==> src/hw/rtl/evs_pkg.sv <==
package evs_pkg;

    // fixed field widths
    localparam int SAMPLE_W    = 16;
    localparam int SQUARE_W    = 31;
    localparam int ENERGY_W    = 43;
    localparam int THRESH_W    = 31;
    localparam int COUNT_W     = 20;
    localparam int OUT_CNT_W   = 7;
    localparam int CFG_INDEX_W = 2;

    // defaults for the module parameters
    localparam int DEF_MAX_CHUNK_SAMPLES = 4096;
    localparam int DEF_MAX_HELD_CHUNKS   = 64;

    // depth of the event queue between front and back
    localparam int EVENT_QUEUE_DEPTH = 4;

    // register reset values
    localparam logic [THRESH_W-1:0] THRESH_RESET    = THRESH_W'(160000);
    localparam logic [COUNT_W-1:0]  PAUSE_RESET     = COUNT_W'(8000);
    localparam logic [COUNT_W-1:0]  MAX_UTTER_RESET = COUNT_W'(96000);

    // register indexes
    localparam logic [CFG_INDEX_W-1:0] REG_THRESHOLD = 2'd0;
    localparam logic [CFG_INDEX_W-1:0] REG_PAUSE     = 2'd1;
    localparam logic [CFG_INDEX_W-1:0] REG_MAX_UTTER = 2'd2;

    // per-result chunk status
    typedef enum logic [1:0] {
        STATUS_DROPPED = 2'd0,
        STATUS_SILENCE = 2'd1,
        STATUS_SPEECH  = 2'd2,
        STATUS_FINISH  = 2'd3
    } chunk_status_t;

    // configuration as seen by the back part
    typedef struct packed {
        logic [THRESH_W-1:0] threshold;
        logic [COUNT_W-1:0]  pause;
        logic [COUNT_W-1:0]  max_utter;
    } cfg_t;

endpackage

==> src/hw/rtl/evs_fifo.sv <==
module evs_fifo #(
    parameter int WIDTH = 8,
    parameter int DEPTH = evs_pkg::EVENT_QUEUE_DEPTH
) (
    input  logic             clk,
    input  logic             rst_n,
    input  logic             push,
    input  logic [WIDTH-1:0] push_data,
    output logic             full,
    input  logic             pop,
    output logic             empty,
    output logic [WIDTH-1:0] head_data
);

    localparam int PW = (DEPTH > 1) ? $clog2(DEPTH) : 1;
    localparam int CNTW = $clog2(DEPTH + 1);

    logic [WIDTH-1:0] mem [DEPTH];
    logic [PW-1:0]    wr_ptr_reg, wr_ptr_next;
    logic [PW-1:0]    rd_ptr_reg, rd_ptr_next;
    logic [CNTW-1:0]  count_reg, count_next;

    assign full      = (count_reg == CNTW'(DEPTH));
    assign empty     = (count_reg == '0);
    assign head_data = mem[rd_ptr_reg];

    // pointer and fill count update
    always_comb
    begin
        wr_ptr_next = wr_ptr_reg;
        rd_ptr_next = rd_ptr_reg;
        count_next  = count_reg;
        if (push)
        begin
            wr_ptr_next = (wr_ptr_reg == PW'(DEPTH - 1)) ? '0 : wr_ptr_reg + 1'b1;
        end
        if (pop)
        begin
            rd_ptr_next = (rd_ptr_reg == PW'(DEPTH - 1)) ? '0 : rd_ptr_reg + 1'b1;
        end
        if (push && !pop)
        begin
            count_next = count_reg + 1'b1;
        end
        else if (pop && !push)
        begin
            count_next = count_reg - 1'b1;
        end
    end

    always_ff @(posedge clk or negedge rst_n)
    begin
        if (!rst_n)
        begin
            wr_ptr_reg <= '0;
            rd_ptr_reg <= '0;
            count_reg  <= '0;
        end
        else
        begin
            wr_ptr_reg <= wr_ptr_next;
            rd_ptr_reg <= rd_ptr_next;
            count_reg  <= count_next;
        end
    end

    // storage
    always_ff @(posedge clk)
    begin
        if (push)
        begin
            mem[wr_ptr_reg] <= push_data;
        end
    end

endmodule

==> src/hw/rtl/evs_front.sv <==
module evs_front #(
    parameter int MAX_CHUNK_SAMPLES = evs_pkg::DEF_MAX_CHUNK_SAMPLES,
    parameter int CW = $clog2(MAX_CHUNK_SAMPLES + 1),
    parameter int EV_W = 1 + evs_pkg::ENERGY_W + CW
) (
    input  logic                          clk,
    input  logic                          rst_n,
    input  logic                          s_tvalid,
    output logic                          s_tready,
    input  logic [evs_pkg::SAMPLE_W-1:0]  s_tdata,
    input  logic                          s_tlast,
    input  logic                          s_tuser,
    input  logic                          q_full,
    output logic                          q_push,
    output logic [EV_W-1:0]               q_data
);

    localparam int EW = evs_pkg::ENERGY_W;

    logic                          s0_valid_reg;
    logic [evs_pkg::SQUARE_W-1:0]  s0_sq_reg;
    logic                          s0_last_reg;
    logic                          s0_finish_reg;
    logic [EW-1:0]                 energy_reg, energy_next;
    logic [CW-1:0]                 cnt_reg, cnt_next;

    logic                          s0_event;
    logic                          s0_fire;
    logic                          accept;
    logic signed [31:0]            product;
    logic [EW:0]                   sum_wide;
    logic [EW-1:0]                 energy_acc;
    logic [CW-1:0]                 cnt_acc;

    assign accept   = s_tvalid && s_tready;
    assign s0_event = s0_last_reg || s0_finish_reg;
    assign s0_fire  = s0_valid_reg && (!s0_event || !q_full);
    assign s_tready = !s0_valid_reg || s0_fire;

    // square of the incoming sample
    assign product = $signed(s_tdata) * $signed(s_tdata);

    // saturating accumulate, samples past the chunk limit are ignored
    always_comb
    begin
        sum_wide   = {1'b0, energy_reg} + (EW + 1)'(s0_sq_reg);
        energy_acc = energy_reg;
        cnt_acc    = cnt_reg;
        if (cnt_reg < CW'(MAX_CHUNK_SAMPLES))
        begin
            energy_acc = sum_wide[EW] ? {EW{1'b1}} : sum_wide[EW-1:0];
            cnt_acc    = cnt_reg + 1'b1;
        end
    end

    // chunk closing and event generation
    always_comb
    begin
        energy_next = energy_reg;
        cnt_next    = cnt_reg;
        q_push      = 1'b0;
        q_data      = {1'b0, energy_acc, cnt_acc};
        if (s0_fire)
        begin
            if (s0_finish_reg)
            begin
                q_push      = 1'b1;
                q_data      = {1'b1, {EW{1'b0}}, {CW{1'b0}}};
                energy_next = '0;
                cnt_next    = '0;
            end
            else if (s0_last_reg)
            begin
                q_push      = 1'b1;
                energy_next = '0;
                cnt_next    = '0;
            end
            else
            begin
                energy_next = energy_acc;
                cnt_next    = cnt_acc;
            end
        end
    end

    always_ff @(posedge clk or negedge rst_n)
    begin
        if (!rst_n)
        begin
            s0_valid_reg  <= 1'b0;
            s0_last_reg   <= 1'b0;
            s0_finish_reg <= 1'b0;
            energy_reg    <= '0;
            cnt_reg       <= '0;
        end
        else
        begin
            energy_reg <= energy_next;
            cnt_reg    <= cnt_next;
            if (accept)
            begin
                s0_valid_reg  <= 1'b1;
                s0_last_reg   <= s_tlast;
                s0_finish_reg <= s_tuser;
            end
            else if (s0_fire)
            begin
                s0_valid_reg <= 1'b0;
            end
        end
    end

    // sample square, no reset needed
    always_ff @(posedge clk)
    begin
        if (accept)
        begin
            s0_sq_reg <= product[evs_pkg::SQUARE_W-1:0];
        end
    end

endmodule

==> src/hw/rtl/evs_back.sv <==
module evs_back #(
    parameter int MAX_CHUNK_SAMPLES = evs_pkg::DEF_MAX_CHUNK_SAMPLES,
    parameter int MAX_HELD_CHUNKS = evs_pkg::DEF_MAX_HELD_CHUNKS,
    parameter int CW = $clog2(MAX_CHUNK_SAMPLES + 1),
    parameter int EV_W = 1 + evs_pkg::ENERGY_W + CW
) (
    input  logic                            clk,
    input  logic                            rst_n,
    input  evs_pkg::cfg_t                   cfg,
    input  logic                            q_empty,
    input  logic [EV_W-1:0]                 q_data,
    output logic                            q_pop,
    output logic                            m_tvalid,
    input  logic                            m_tready,
    output logic [15:0]                     m_tdata,
    output logic                            m_tlast,
    output logic [1:0]                      m_tuser
);

    localparam int EW   = evs_pkg::ENERGY_W;
    localparam int TW   = evs_pkg::THRESH_W;
    localparam int NW   = evs_pkg::COUNT_W;
    localparam int OW   = evs_pkg::OUT_CNT_W;
    localparam int PW   = TW + CW;
    localparam int CMPW = (PW > EW) ? PW : EW;
    localparam int SW   = ((CW > NW) ? CW : NW) + 1;
    localparam int HW   = $clog2(MAX_HELD_CHUNKS + 1);
    localparam int LW   = $clog2(MAX_HELD_CHUNKS);
    localparam int KW   = (HW + 1 > OW) ? HW + 1 : OW;

    // product stage
    logic              s1_valid_reg;
    logic              s1_finish_reg;
    logic [EW-1:0]     s1_energy_reg;
    logic [CW-1:0]     s1_n_reg;
    logic [PW-1:0]     s1_prod_reg;

    // utterance state
    logic [HW-1:0]     held_reg, held_next;
    logic [LW-1:0]     last_idx_reg, last_idx_next;
    logic [NW-1:0]     utt_reg, utt_next;
    logic [NW-1:0]     sil_reg, sil_next;
    logic              seen_reg, seen_next;

    // output register
    logic                   out_valid_reg;
    evs_pkg::chunk_status_t out_status_reg, out_status_next;
    logic                   out_seg_reg, out_seg_next;
    logic [OW-1:0]          out_keep_reg, out_keep_next;
    logic [OW-1:0]          out_utt_reg, out_utt_next;

    logic              s2_fire;
    logic              q_finish;
    logic [CW-1:0]     q_n;
    logic [EW-1:0]     q_energy;
    logic              speech;
    logic [HW-1:0]     held_inc;
    logic [LW-1:0]     last_upd;
    logic [SW-1:0]     sil_sum;
    logic [SW-1:0]     utt_sum;
    logic [NW-1:0]     sil_upd;
    logic [NW-1:0]     utt_upd;
    logic              seen_upd;
    logic [KW-1:0]     keep_lim;
    logic [KW-1:0]     keep_held;
    logic [KW-1:0]     keep_cur;
    logic [KW-1:0]     keep_upd;

    assign {q_finish, q_energy, q_n} = q_data;

    assign s2_fire = s1_valid_reg && (!out_valid_reg || m_tready);
    assign q_pop   = !q_empty && (!s1_valid_reg || s2_fire);

    assign m_tvalid = out_valid_reg;
    assign m_tuser  = out_status_reg;
    assign m_tlast  = out_seg_reg;
    assign m_tdata  = {2'b00, out_utt_reg, out_keep_reg};

    // speech decision on the registered threshold product
    assign speech = CMPW'(s1_energy_reg) > CMPW'(s1_prod_reg);

    // keep count with the current state, used on finish
    assign keep_lim  = KW'(last_idx_reg) + KW'(2);
    assign keep_held = KW'(held_reg);
    assign keep_cur  = (keep_held < keep_lim) ? keep_held : keep_lim;

    // state update for an appended chunk
    always_comb
    begin
        held_inc = (held_reg < HW'(MAX_HELD_CHUNKS)) ? held_reg + 1'b1 : held_reg;
        last_upd = last_idx_reg;
        seen_upd = seen_reg;
        sil_sum  = SW'(sil_reg) + SW'(s1_n_reg);
        utt_sum  = SW'(utt_reg) + SW'(s1_n_reg);
        utt_upd  = (utt_sum > SW'({NW{1'b1}})) ? {NW{1'b1}} : utt_sum[NW-1:0];
        sil_upd  = (sil_sum > SW'({NW{1'b1}})) ? {NW{1'b1}} : sil_sum[NW-1:0];
        if (speech)
        begin
            last_upd = LW'(held_inc - 1'b1);
            seen_upd = 1'b1;
            sil_upd  = '0;
        end
        keep_upd = (KW'(held_inc) < KW'(last_upd) + KW'(2)) ?
                   KW'(held_inc) : KW'(last_upd) + KW'(2);
    end

    // result and next utterance state
    always_comb
    begin
        held_next       = held_reg;
        last_idx_next   = last_idx_reg;
        utt_next        = utt_reg;
        sil_next        = sil_reg;
        seen_next       = seen_reg;
        out_status_next = evs_pkg::STATUS_DROPPED;
        out_seg_next    = 1'b0;
        out_keep_next   = '0;
        out_utt_next    = '0;
        priority if (s1_finish_reg)
        begin
            out_status_next = evs_pkg::STATUS_FINISH;
            out_seg_next    = seen_reg;
            out_keep_next   = seen_reg ? keep_cur[OW-1:0] : '0;
            held_next       = '0;
            last_idx_next   = '0;
            utt_next        = '0;
            sil_next        = '0;
            seen_next       = 1'b0;
        end
        else if (held_reg == '0 && !speech)
        begin
            out_status_next = evs_pkg::STATUS_DROPPED;
        end
        else
        begin
            out_status_next = speech ? evs_pkg::STATUS_SPEECH : evs_pkg::STATUS_SILENCE;
            if (seen_upd && (sil_upd >= cfg.pause || utt_upd >= cfg.max_utter))
            begin
                out_seg_next  = 1'b1;
                out_keep_next = keep_upd[OW-1:0];
                held_next     = '0;
                last_idx_next = '0;
                utt_next      = '0;
                sil_next      = '0;
                seen_next     = 1'b0;
            end
            else
            begin
                out_utt_next  = OW'(held_inc);
                held_next     = held_inc;
                last_idx_next = last_upd;
                utt_next      = utt_upd;
                sil_next      = sil_upd;
                seen_next     = seen_upd;
            end
        end
    end

    always_ff @(posedge clk or negedge rst_n)
    begin
        if (!rst_n)
        begin
            s1_valid_reg  <= 1'b0;
            s1_finish_reg <= 1'b0;
            out_valid_reg <= 1'b0;
            held_reg      <= '0;
            last_idx_reg  <= '0;
            utt_reg       <= '0;
            sil_reg       <= '0;
            seen_reg      <= 1'b0;
        end
        else
        begin
            if (q_pop)
            begin
                s1_valid_reg  <= 1'b1;
                s1_finish_reg <= q_finish;
            end
            else if (s2_fire)
            begin
                s1_valid_reg <= 1'b0;
            end
            if (s2_fire)
            begin
                out_valid_reg <= 1'b1;
                held_reg      <= held_next;
                last_idx_reg  <= last_idx_next;
                utt_reg       <= utt_next;
                sil_reg       <= sil_next;
                seen_reg      <= seen_next;
            end
            else if (m_tready)
            begin
                out_valid_reg <= 1'b0;
            end
        end
    end

    // payload registers
    always_ff @(posedge clk)
    begin
        if (q_pop)
        begin
            s1_energy_reg <= q_energy;
            s1_n_reg      <= q_n;
            s1_prod_reg   <= PW'(cfg.threshold) * PW'(q_n);
        end
        if (s2_fire)
        begin
            out_status_reg <= out_status_next;
            out_seg_reg    <= out_seg_next;
            out_keep_reg   <= out_keep_next;
            out_utt_reg    <= out_utt_next;
        end
    end

endmodule

==> src/hw/rtl/energy_vad_segmenter.sv <==
// Energy-threshold voice activity segmenter. Takes one signed 16-bit mono sample
// per cycle on s_* when not stalled (s_tlast closes a chunk, s_tuser is finish)
// and gives one result per chunk end or finish on m_*: m_tuser is the chunk status,
// m_tlast marks an utterance end, m_tdata holds keep_chunks and utterance_chunks.
// A chunk is speech when its energy sum exceeds threshold * samples. The front
// squares and accumulates each sample at one sample per clock unless stalled;
// closed chunks and finishes go through a 4-entry queue to the back, which
// multiplies the threshold by the chunk length in one stage and updates the
// utterance in the next, one chunk per clock unless m_tready stalls it. A result
// passes the front register, the queue, the product stage and the output register.
// Registers are to be written on the cfg_* channel only while the block is idle,
// a rule for the user that the block does not enforce; they apply from the next chunk.
module energy_vad_segmenter #(
    parameter int MAX_CHUNK_SAMPLES = evs_pkg::DEF_MAX_CHUNK_SAMPLES,
    parameter int MAX_HELD_CHUNKS   = evs_pkg::DEF_MAX_HELD_CHUNKS
) (
    input  logic        clk,
    input  logic        rst_n,
    // sample requests
    input  logic        s_tvalid,
    output logic        s_tready,
    input  logic [15:0] s_tdata,   // sample[15:0]
    input  logic        s_tlast,   // chunk_last
    input  logic        s_tuser,   // finish
    // result requests
    output logic        m_tvalid,
    input  logic        m_tready,
    output logic [15:0] m_tdata,   // keep_chunks[6:0], utterance_chunks[13:7], zero
    output logic        m_tlast,   // segment_end
    output logic [1:0]  m_tuser,   // chunk_status[1:0]
    // register writes
    input  logic        cfg_valid,
    output logic        cfg_ready,
    input  logic [1:0]  cfg_index,
    input  logic [30:0] cfg_data
);

    localparam int CW   = $clog2(MAX_CHUNK_SAMPLES + 1);
    localparam int EV_W = 1 + evs_pkg::ENERGY_W + CW;
    localparam int NW   = evs_pkg::COUNT_W;

    evs_pkg::cfg_t    cfg_reg;
    logic             q_push;
    logic             q_pop;
    logic             q_full;
    logic             q_empty;
    logic [EV_W-1:0]  q_wdata;
    logic [EV_W-1:0]  q_rdata;

    assign cfg_ready = 1'b1;

    // configuration registers
    always_ff @(posedge clk or negedge rst_n)
    begin
        if (!rst_n)
        begin
            cfg_reg.threshold <= evs_pkg::THRESH_RESET;
            cfg_reg.pause     <= evs_pkg::PAUSE_RESET;
            cfg_reg.max_utter <= evs_pkg::MAX_UTTER_RESET;
        end
        else if (cfg_valid && cfg_ready)
        begin
            unique case (cfg_index)
                evs_pkg::REG_THRESHOLD: cfg_reg.threshold <= cfg_data;
                evs_pkg::REG_PAUSE:     cfg_reg.pause     <= cfg_data[NW-1:0];
                evs_pkg::REG_MAX_UTTER: cfg_reg.max_utter <= cfg_data[NW-1:0];
                default:                cfg_reg           <= cfg_reg;
            endcase
        end
    end

    evs_front #(
        .MAX_CHUNK_SAMPLES (MAX_CHUNK_SAMPLES),
        .CW                (CW),
        .EV_W              (EV_W)
    ) u_front (
        .clk      (clk),
        .rst_n    (rst_n),
        .s_tvalid (s_tvalid),
        .s_tready (s_tready),
        .s_tdata  (s_tdata),
        .s_tlast  (s_tlast),
        .s_tuser  (s_tuser),
        .q_full   (q_full),
        .q_push   (q_push),
        .q_data   (q_wdata)
    );

    evs_fifo #(
        .WIDTH (EV_W),
        .DEPTH (evs_pkg::EVENT_QUEUE_DEPTH)
    ) u_queue (
        .clk       (clk),
        .rst_n     (rst_n),
        .push      (q_push),
        .push_data (q_wdata),
        .full      (q_full),
        .pop       (q_pop),
        .empty     (q_empty),
        .head_data (q_rdata)
    );

    evs_back #(
        .MAX_CHUNK_SAMPLES (MAX_CHUNK_SAMPLES),
        .MAX_HELD_CHUNKS   (MAX_HELD_CHUNKS),
        .CW                (CW),
        .EV_W              (EV_W)
    ) u_back (
        .clk      (clk),
        .rst_n    (rst_n),
        .cfg      (cfg_reg),
        .q_empty  (q_empty),
        .q_data   (q_rdata),
        .q_pop    (q_pop),
        .m_tvalid (m_tvalid),
        .m_tready (m_tready),
        .m_tdata  (m_tdata),
        .m_tlast  (m_tlast),
        .m_tuser  (m_tuser)
    );

endmodule

==> config.mk <==
export PLATFORM = sky130hd
export DESIGN_NAME = energy_vad_segmenter
export DESIGN_NICKNAME = d
export VERILOG_FILES = /design/src/hw/rtl/evs_pkg.sv /design/src/hw/rtl/evs_fifo.sv /design/src/hw/rtl/evs_front.sv /design/src/hw/rtl/evs_back.sv /design/src/hw/rtl/energy_vad_segmenter.sv
export SDC_FILE = /design/constraint.sdc
export NUM_CORES = 2
export LEC_CHECK = 0
export BUFFER_PORTS_ARGS = -buffer_cell sky130_fd_sc_hd__buf_4
export CAP_MARGIN = 25
export CORE_UTILIZATION = 60
export CTS_CLUSTER_SIZE = 12
export DETAILED_ROUTE_END_ITERATION = 16
export PLACE_DENSITY = 0.81
export SYNTH_ARGS = -nofsm -noshare
export SYNTH_HDL_FRONTEND = slang
export SYNTH_SLANG_ARGS = --single-unit
==> constraint.sdc <==
create_clock -name clk -period 10.63 [get_ports clk]
set_input_delay 0.5315 -clock clk [delete_from_list [all_inputs] [get_ports clk]]
set_output_delay 0.5315 -clock clk [all_outputs]
set_load 0.01 [all_outputs]
Word-level counts from Yosys, hierarchy flattened
Memory sizes are Yosys's and may differ from the RTL's. Cells that the tools add are included.

Add/subtract/negate cells: 12. Multipliers: 2. Order comparisons: 9. Equality and inequality tests: 6. Mux-type cells: 56. Reduce and logical (&&, ||, !) cells: 35.

Operators by type and width (count): two-way mux 20 bit (9); two-way mux 43 bit (4); two-way mux 57 bit (2); two-way mux 7 bit (10); adder 43 x 31 -> 44 bit (1); > comparator 43 x 44 -> 1 bit (1); multiplier 31 x 13 -> 44 bit (1); adder 20 x 13 -> 21 bit (2); > comparator 21 x 20 -> 1 bit, second input constant (2); greater-or-equal comparator 20 bit (2); two-way mux 13 bit (3); multiplier 16 x 16 -> 31 bit (1); two-way mux 6 bit (4); two-way mux 1 bit (18); adder 6 x 2 -> 7 bit, second input constant (2); adder 13 x 1 -> 13 bit, second input constant (1); less-than comparator 13 bit, second input constant (1); logical NOT 1 bit (9); logical AND 1 bit (8); less-than comparator 7 x 8 -> 1 bit (1); two-way mux 2 bit (4); AND reduction 2 bit (4); nonzero test 2 bit (4); adder 7 x 1 -> 7 bit, second input constant (1); other kinds (16) (25).

Register bits: 342. Bits in writable memories: 228. Input port bits: 56. Output and inout bits: 22. Word-level logic and storage cells: 148. Memories: 1.

Memories: u_queue.mem (words 4, bits a word 57, read ports 1, clocked after Yosys merged registers in 0, write ports 1, line evs_fifo.sv:18) `logic [WIDTH-1:0] mem [DEPTH];`.

Logic depth before layout (Yosys ltp)
Word-level depth: 10. Gate-level depth with buffers: 26. Mapped depth without buffers: 24.

By module
From an unflattened synthesis, not the netlist that was laid out.

Cell total of the unflattened synthesis: 4592. Area total of the unflattened synthesis: 49301.0 µm².

Modules (own cells, without submodules): evs_back (times used 1, cells an instance 2372, area each 22676.7 µm²); evs_front (times used 1, cells an instance 1731, area each 15267.1 µm²); evs_fifo (times used 1, cells an instance 335, area each 8649.5 µm²); energy_vad_segmenter (times used 1, cells an instance 154, area each 2707.6 µm²).

Worst setup path before layout
OpenSTA, ideal clock, no wires.

Path kind: input to register. From: input m_tready. To: register u_queue.count_reg[1]. Data arrival time: 6.950 ns. Data required time: 10.505 ns. Setup slack: 3.555 ns. Cell stages on the path: 7. Path buffers: 0. Path through: nor2b_1 a21oi_1 inv_1 ha_1 inv_1 fa_1 mux2_2.

Word-level cells in the longest chain between the ends: 7. Elaborated cells on any way between the ends: 9. Classes of those cells: 1 x mux; 8 x reduce/logical.

RTL lines: from (decl) (line energy_vad_segmenter.sv:27) `input logic m_tready,`; logical OR 1 bit (line evs_back.sv:71) `assign s2_fire = s1_valid_reg && (!out_valid_reg || m_tready);`; logical AND 1 bit (line evs_back.sv:71); logical OR 1 bit (line evs_back.sv:72) `assign q_pop = !q_empty && (!s1_valid_reg || s2_fire);`; logical AND 1 bit (line evs_back.sv:72); named net q_pop (line energy_vad_segmenter.sv:44) `logic q_pop;`; logical NOT 1 bit (line evs_fifo.sv:41) `if (push && !pop)`; logical AND 1 bit (line evs_fifo.sv:41); two-way mux 3 bit (line evs_fifo.sv:41); named net u_queue.count_next[1] (line evs_fifo.sv:21) `logic [CNTW-1:0] count_reg, count_next;`; to (signal assigned) (line evs_fifo.sv:63) `count_reg <= count_next;`; to (decl) (line evs_fifo.sv:21).

The timed path passes the listed nets, and every way through them passes these cells. A chain may end at the register's enable or synchronous reset.

Worst setup path in the final report
From: register u_queue.rd_ptr_reg[0]. To: register u_back.s1_prod_reg[36], data pin.

Word-level cells in the longest chain between the ends: 2.

RTL lines: from (decl) (line evs_fifo.sv:20) `logic [PW-1:0] rd_ptr_reg, rd_ptr_next;`; from (signal assigned) (line evs_fifo.sv:62) `rd_ptr_reg <= rd_ptr_next;`; memory (4 x 57 bit); multiplier 31 x 13 -> 44 bit (line evs_back.sv:206) `s1_prod_reg <= PW'(cfg.threshold) * PW'(q_n);`; to (signal assigned) (line evs_back.sv:206); to (decl) (line evs_back.sv:36) `logic [PW-1:0] s1_prod_reg;`.

Every way passes these cells.

==> flow_summary.json <==
{
  "whs_path_depth": 2,
  "crit_path_max_fanout": 32,
  "critPathBufInv": 2,
  "pre_cts_ws_ps": 3280,
  "route.detailed.drc": 10,
  "largest_reg_flops": 228,
  "arrival_ps": 7890,
  "htreeDepth": 2,
  "setup_viol": 0,
  "reg2reg_from": "u_queue.rd_ptr_reg[0]",
  "wl_per_cell_um": 19.8,
  "grt_usage_pct": 28.2,
  "synth_warnings": 0,
  "ys_ff_latch": 569,
  "fin_crit_ps": 7520,
  "die_h_um": 288,
  "r2r_cells": 18,
  "end_kind": "register",
  "final_nets": 5504,
  "vias": 33500,
  "finalWorstSetupSlack_ps": 3110,
  "grt_max_degree": 81,
  "dr.pass1.iters": 12,
  "drv_cap": 0,
  "io_buffers": 74,
  "dpl_cell_area_um2": 50300,
  "synth_ff_type": "edfxtp_1",
  "synthDistinctLibCells": 91,
  "fin_area_um2": 52400,
  "synth_commonest_cells": "inv_1 (710), fa_1 (555), nand2_1 (517)",
  "die_w_um": 288,
  "finalSetupTns_ps": 0,
  "worstHoldStart": "s_tvalid",
  "yosys-top-cells-area": "edfxtp_1 (23%), fa_1 (23%), dfrtp_1 (9.0%), ha_1 (8.6%), inv_1 (5.4%)",
  "cp-startpoint": "u_queue.rd_ptr_reg[0]",
  "rsz0062_at_grt": "false",
  "clockRootBuffer": "clkbuf_16",
  "worstReg2RegEnd": "u_back.s1_prod_reg[36]",
  "die_area_um2": 82800,
  "post-dp-hpwl_um": 83900,
  "finalMaxSlewViolations": 0,
  "antenna_found_initial": 0,
  "synth_edf_count": 375,
  "core_um2": 80700,
  "grt_pass1_vias": 35000,
  "yosysSeqAreaShare_pct": 33.0,
  "cts_buffer_depth": 3,
  "cts_buffers": 60,
  "synth.avg_cell_area_um2": 10.7,
  "violations": "design-rule violations",
  "clk-insertion-delay-late_ps": 680,
  "drt_first_iter_violations": 2699,
  "required_ps": 11000,
  "cpPeakStageDelay_ps": 890,
  "crit_family": "adder cells",
  "diodes": 0,
  "grt_pass1_wl_um": 185000,
  "slew_headroom_pct": 26.5,
  "drive_gt1_share_pct": 8.46,
  "path_clk_slew_ps": 70,
  "critPathSlowestCell": "mux4_2",
  "rows": 104,
  "nFillCells": 6109,
  "fmax_mhz": 133,
  "fin_crit_sh_pct": 70.8,
  "synth_area_um2": 49000,
  "cp_common_cell": "fa_1",
  "io_pins": 78,
  "min_to": "u_front.s0_valid_reg",
  "tritoncts": "done",
  "fin_skew_ps": 63.3,
  "finalHoldViolCount": 0,
  "path_class": "reg -> reg",
  "totalWireLength_um": 112000,
  "synth.most_common_cell": "inv_1",
  "max_slew.worst_pin.slew_ps": 1090,
  "via_per_inst": 5.91,
  "clock_sinks": 569,
  "startpoint_type": "register",
  "worstHoldPathType": "in -> reg",
  "yosys.area.top_type": "edfxtp_1",
  "reg2reg_slack_ps": 3110,
  "outcome": "finished, violations left",
  "gp_congestion": 0.919,
  "syn_inst": 4585,
  "async_flop_share_pct": 34.1,
  "grt.overflow.total": 0,
  "area_growth_pct": 6.98,
  "synth_top_area_share_pct": 23.0,
  "final_antenna_net_count": 0,
  "start_util_pct": 60.7,
  "path_cells": "mux4_2 > and2_1 > fa_1 > inv_1 > fa_1 > fa_1 > fa_1 > inv_1 > fa_1 > ha_1 > and3_1 > a31oi_1 > a21oi_1 > o21ai_0 > o21ai_1 > a41oi_1 > o21ai_0 > xor2_1"
}
==> repair_timing <==
action,in CTS,in global routing
setup buffers,0,0
hold endpoints to repair,45,0
hold buffers,1,0
resized for setup,0,0
==> how the worst max path moves through the flow <==
stage,to,slack (ps),cells past startpoint
after global placement,u_back.s1_prod_reg[36],3390,18
after detailed placement,u_back.s1_prod_reg[36],3280,18
final,u_back.s1_prod_reg[36],3110,18
after floorplan,u_queue.count_reg[1],3560,7
after global routing,u_back.s1_prod_reg[36],2840,19
after CTS,u_back.s1_prod_reg[36],3250,18
==> layer usage <==
metal	vias up	track usage, %	part of all wire (%)
li1	15200	-	-
met1	16700	36.6	40
met2	1280	48.4	50
met3	268	4.02	6.5
met4	0	10.1	3.8
met5	-	0	0
==> worst register-to-register path, delay by kind of cell, from the launching register on <==
| kind | cells | cell delay, ps |
|---|---|---|
| xor+xnor | 1 | 180 |
| fa+ha+maj | 6 | 2830 |
| compound gates | 6 | 2090 |
| buf+inv | 2 | 100 |
| flops | 1 | 600 |
| simple gates | 2 | 560 |
| mux | 1 | 900 |
==> cell families after synthesis <==
| group | count (synthesis) | synth area share [%] |
|---|---|---|
| muxes | 157 | 4.89 |
| adders and majority gates | 891 | 31.3 |
| AOI/OAI and AO/OA | 715 | 9.45 |
| other | 2 | 0.0153 |
| buffers and inverters | 907 | 7.10 |
| DFF | 569 | 33.0 |
| and+or+nand+nor | 1192 | 11.6 |
| xor gates and xnor gates | 152 | 2.72 |
==> metrics by stage <==
| step | utilization, % | instances | hold WS [ps] |
|---|---|---|---|
| 4_1_cts | 64.9 | 5667 | 55.9 |
| 5_1_grt | 64.9 | 5669 | 70.0 |
| 3_5_place_dp | 62.4 | 5552 | 493 |
| 2_1_floorplan | - | 4586 | 236 |
| 3_3_place_gp | 62.3 | 5549 | 469 |
| 6_report | 64.9 | 5669 | 90.8 |
==> cell usage in the layout, fill, tap and decap left out, types with 21 or more instances in the layout <==
cell type and instances:
nand3_1 60, clkbuf_1 26, edfxtp_1 375, fa_1 555, nand2_1 517, nand4_1 27, a22o_1 34, dfrtp_1 174
and2_1 206, a21oi_1 231, inv_1 710, clkbuf_16 60, nor2b_1 27, a211oi_1 21, xnor2_1 92, ha_1 336
nor2_1 177, mux4_2 57, xor2_1 60, mux2_2 86, and3_1 28, a31oi_1 27, nor3_1 48, o21ai_0 155
a21o_1 67, buf_4 97, nand2b_1 30
==> cell type report <==
class	instances	area [µm²]	area share, %
flip-flops and latches	569	16100	30.8
repair buffers	104	853	1.63
well taps	1060	1330	2.53
multi-input cells	3110	29400	56.1
inverters	712	2670	5.10
clock inverters	18	274	0.523
clock buffers	96	1740	3.32
Power is left out: the tool's default activity adds up to more than one toggle a clock period on the data nets, which glitch-free logic cannot reach.
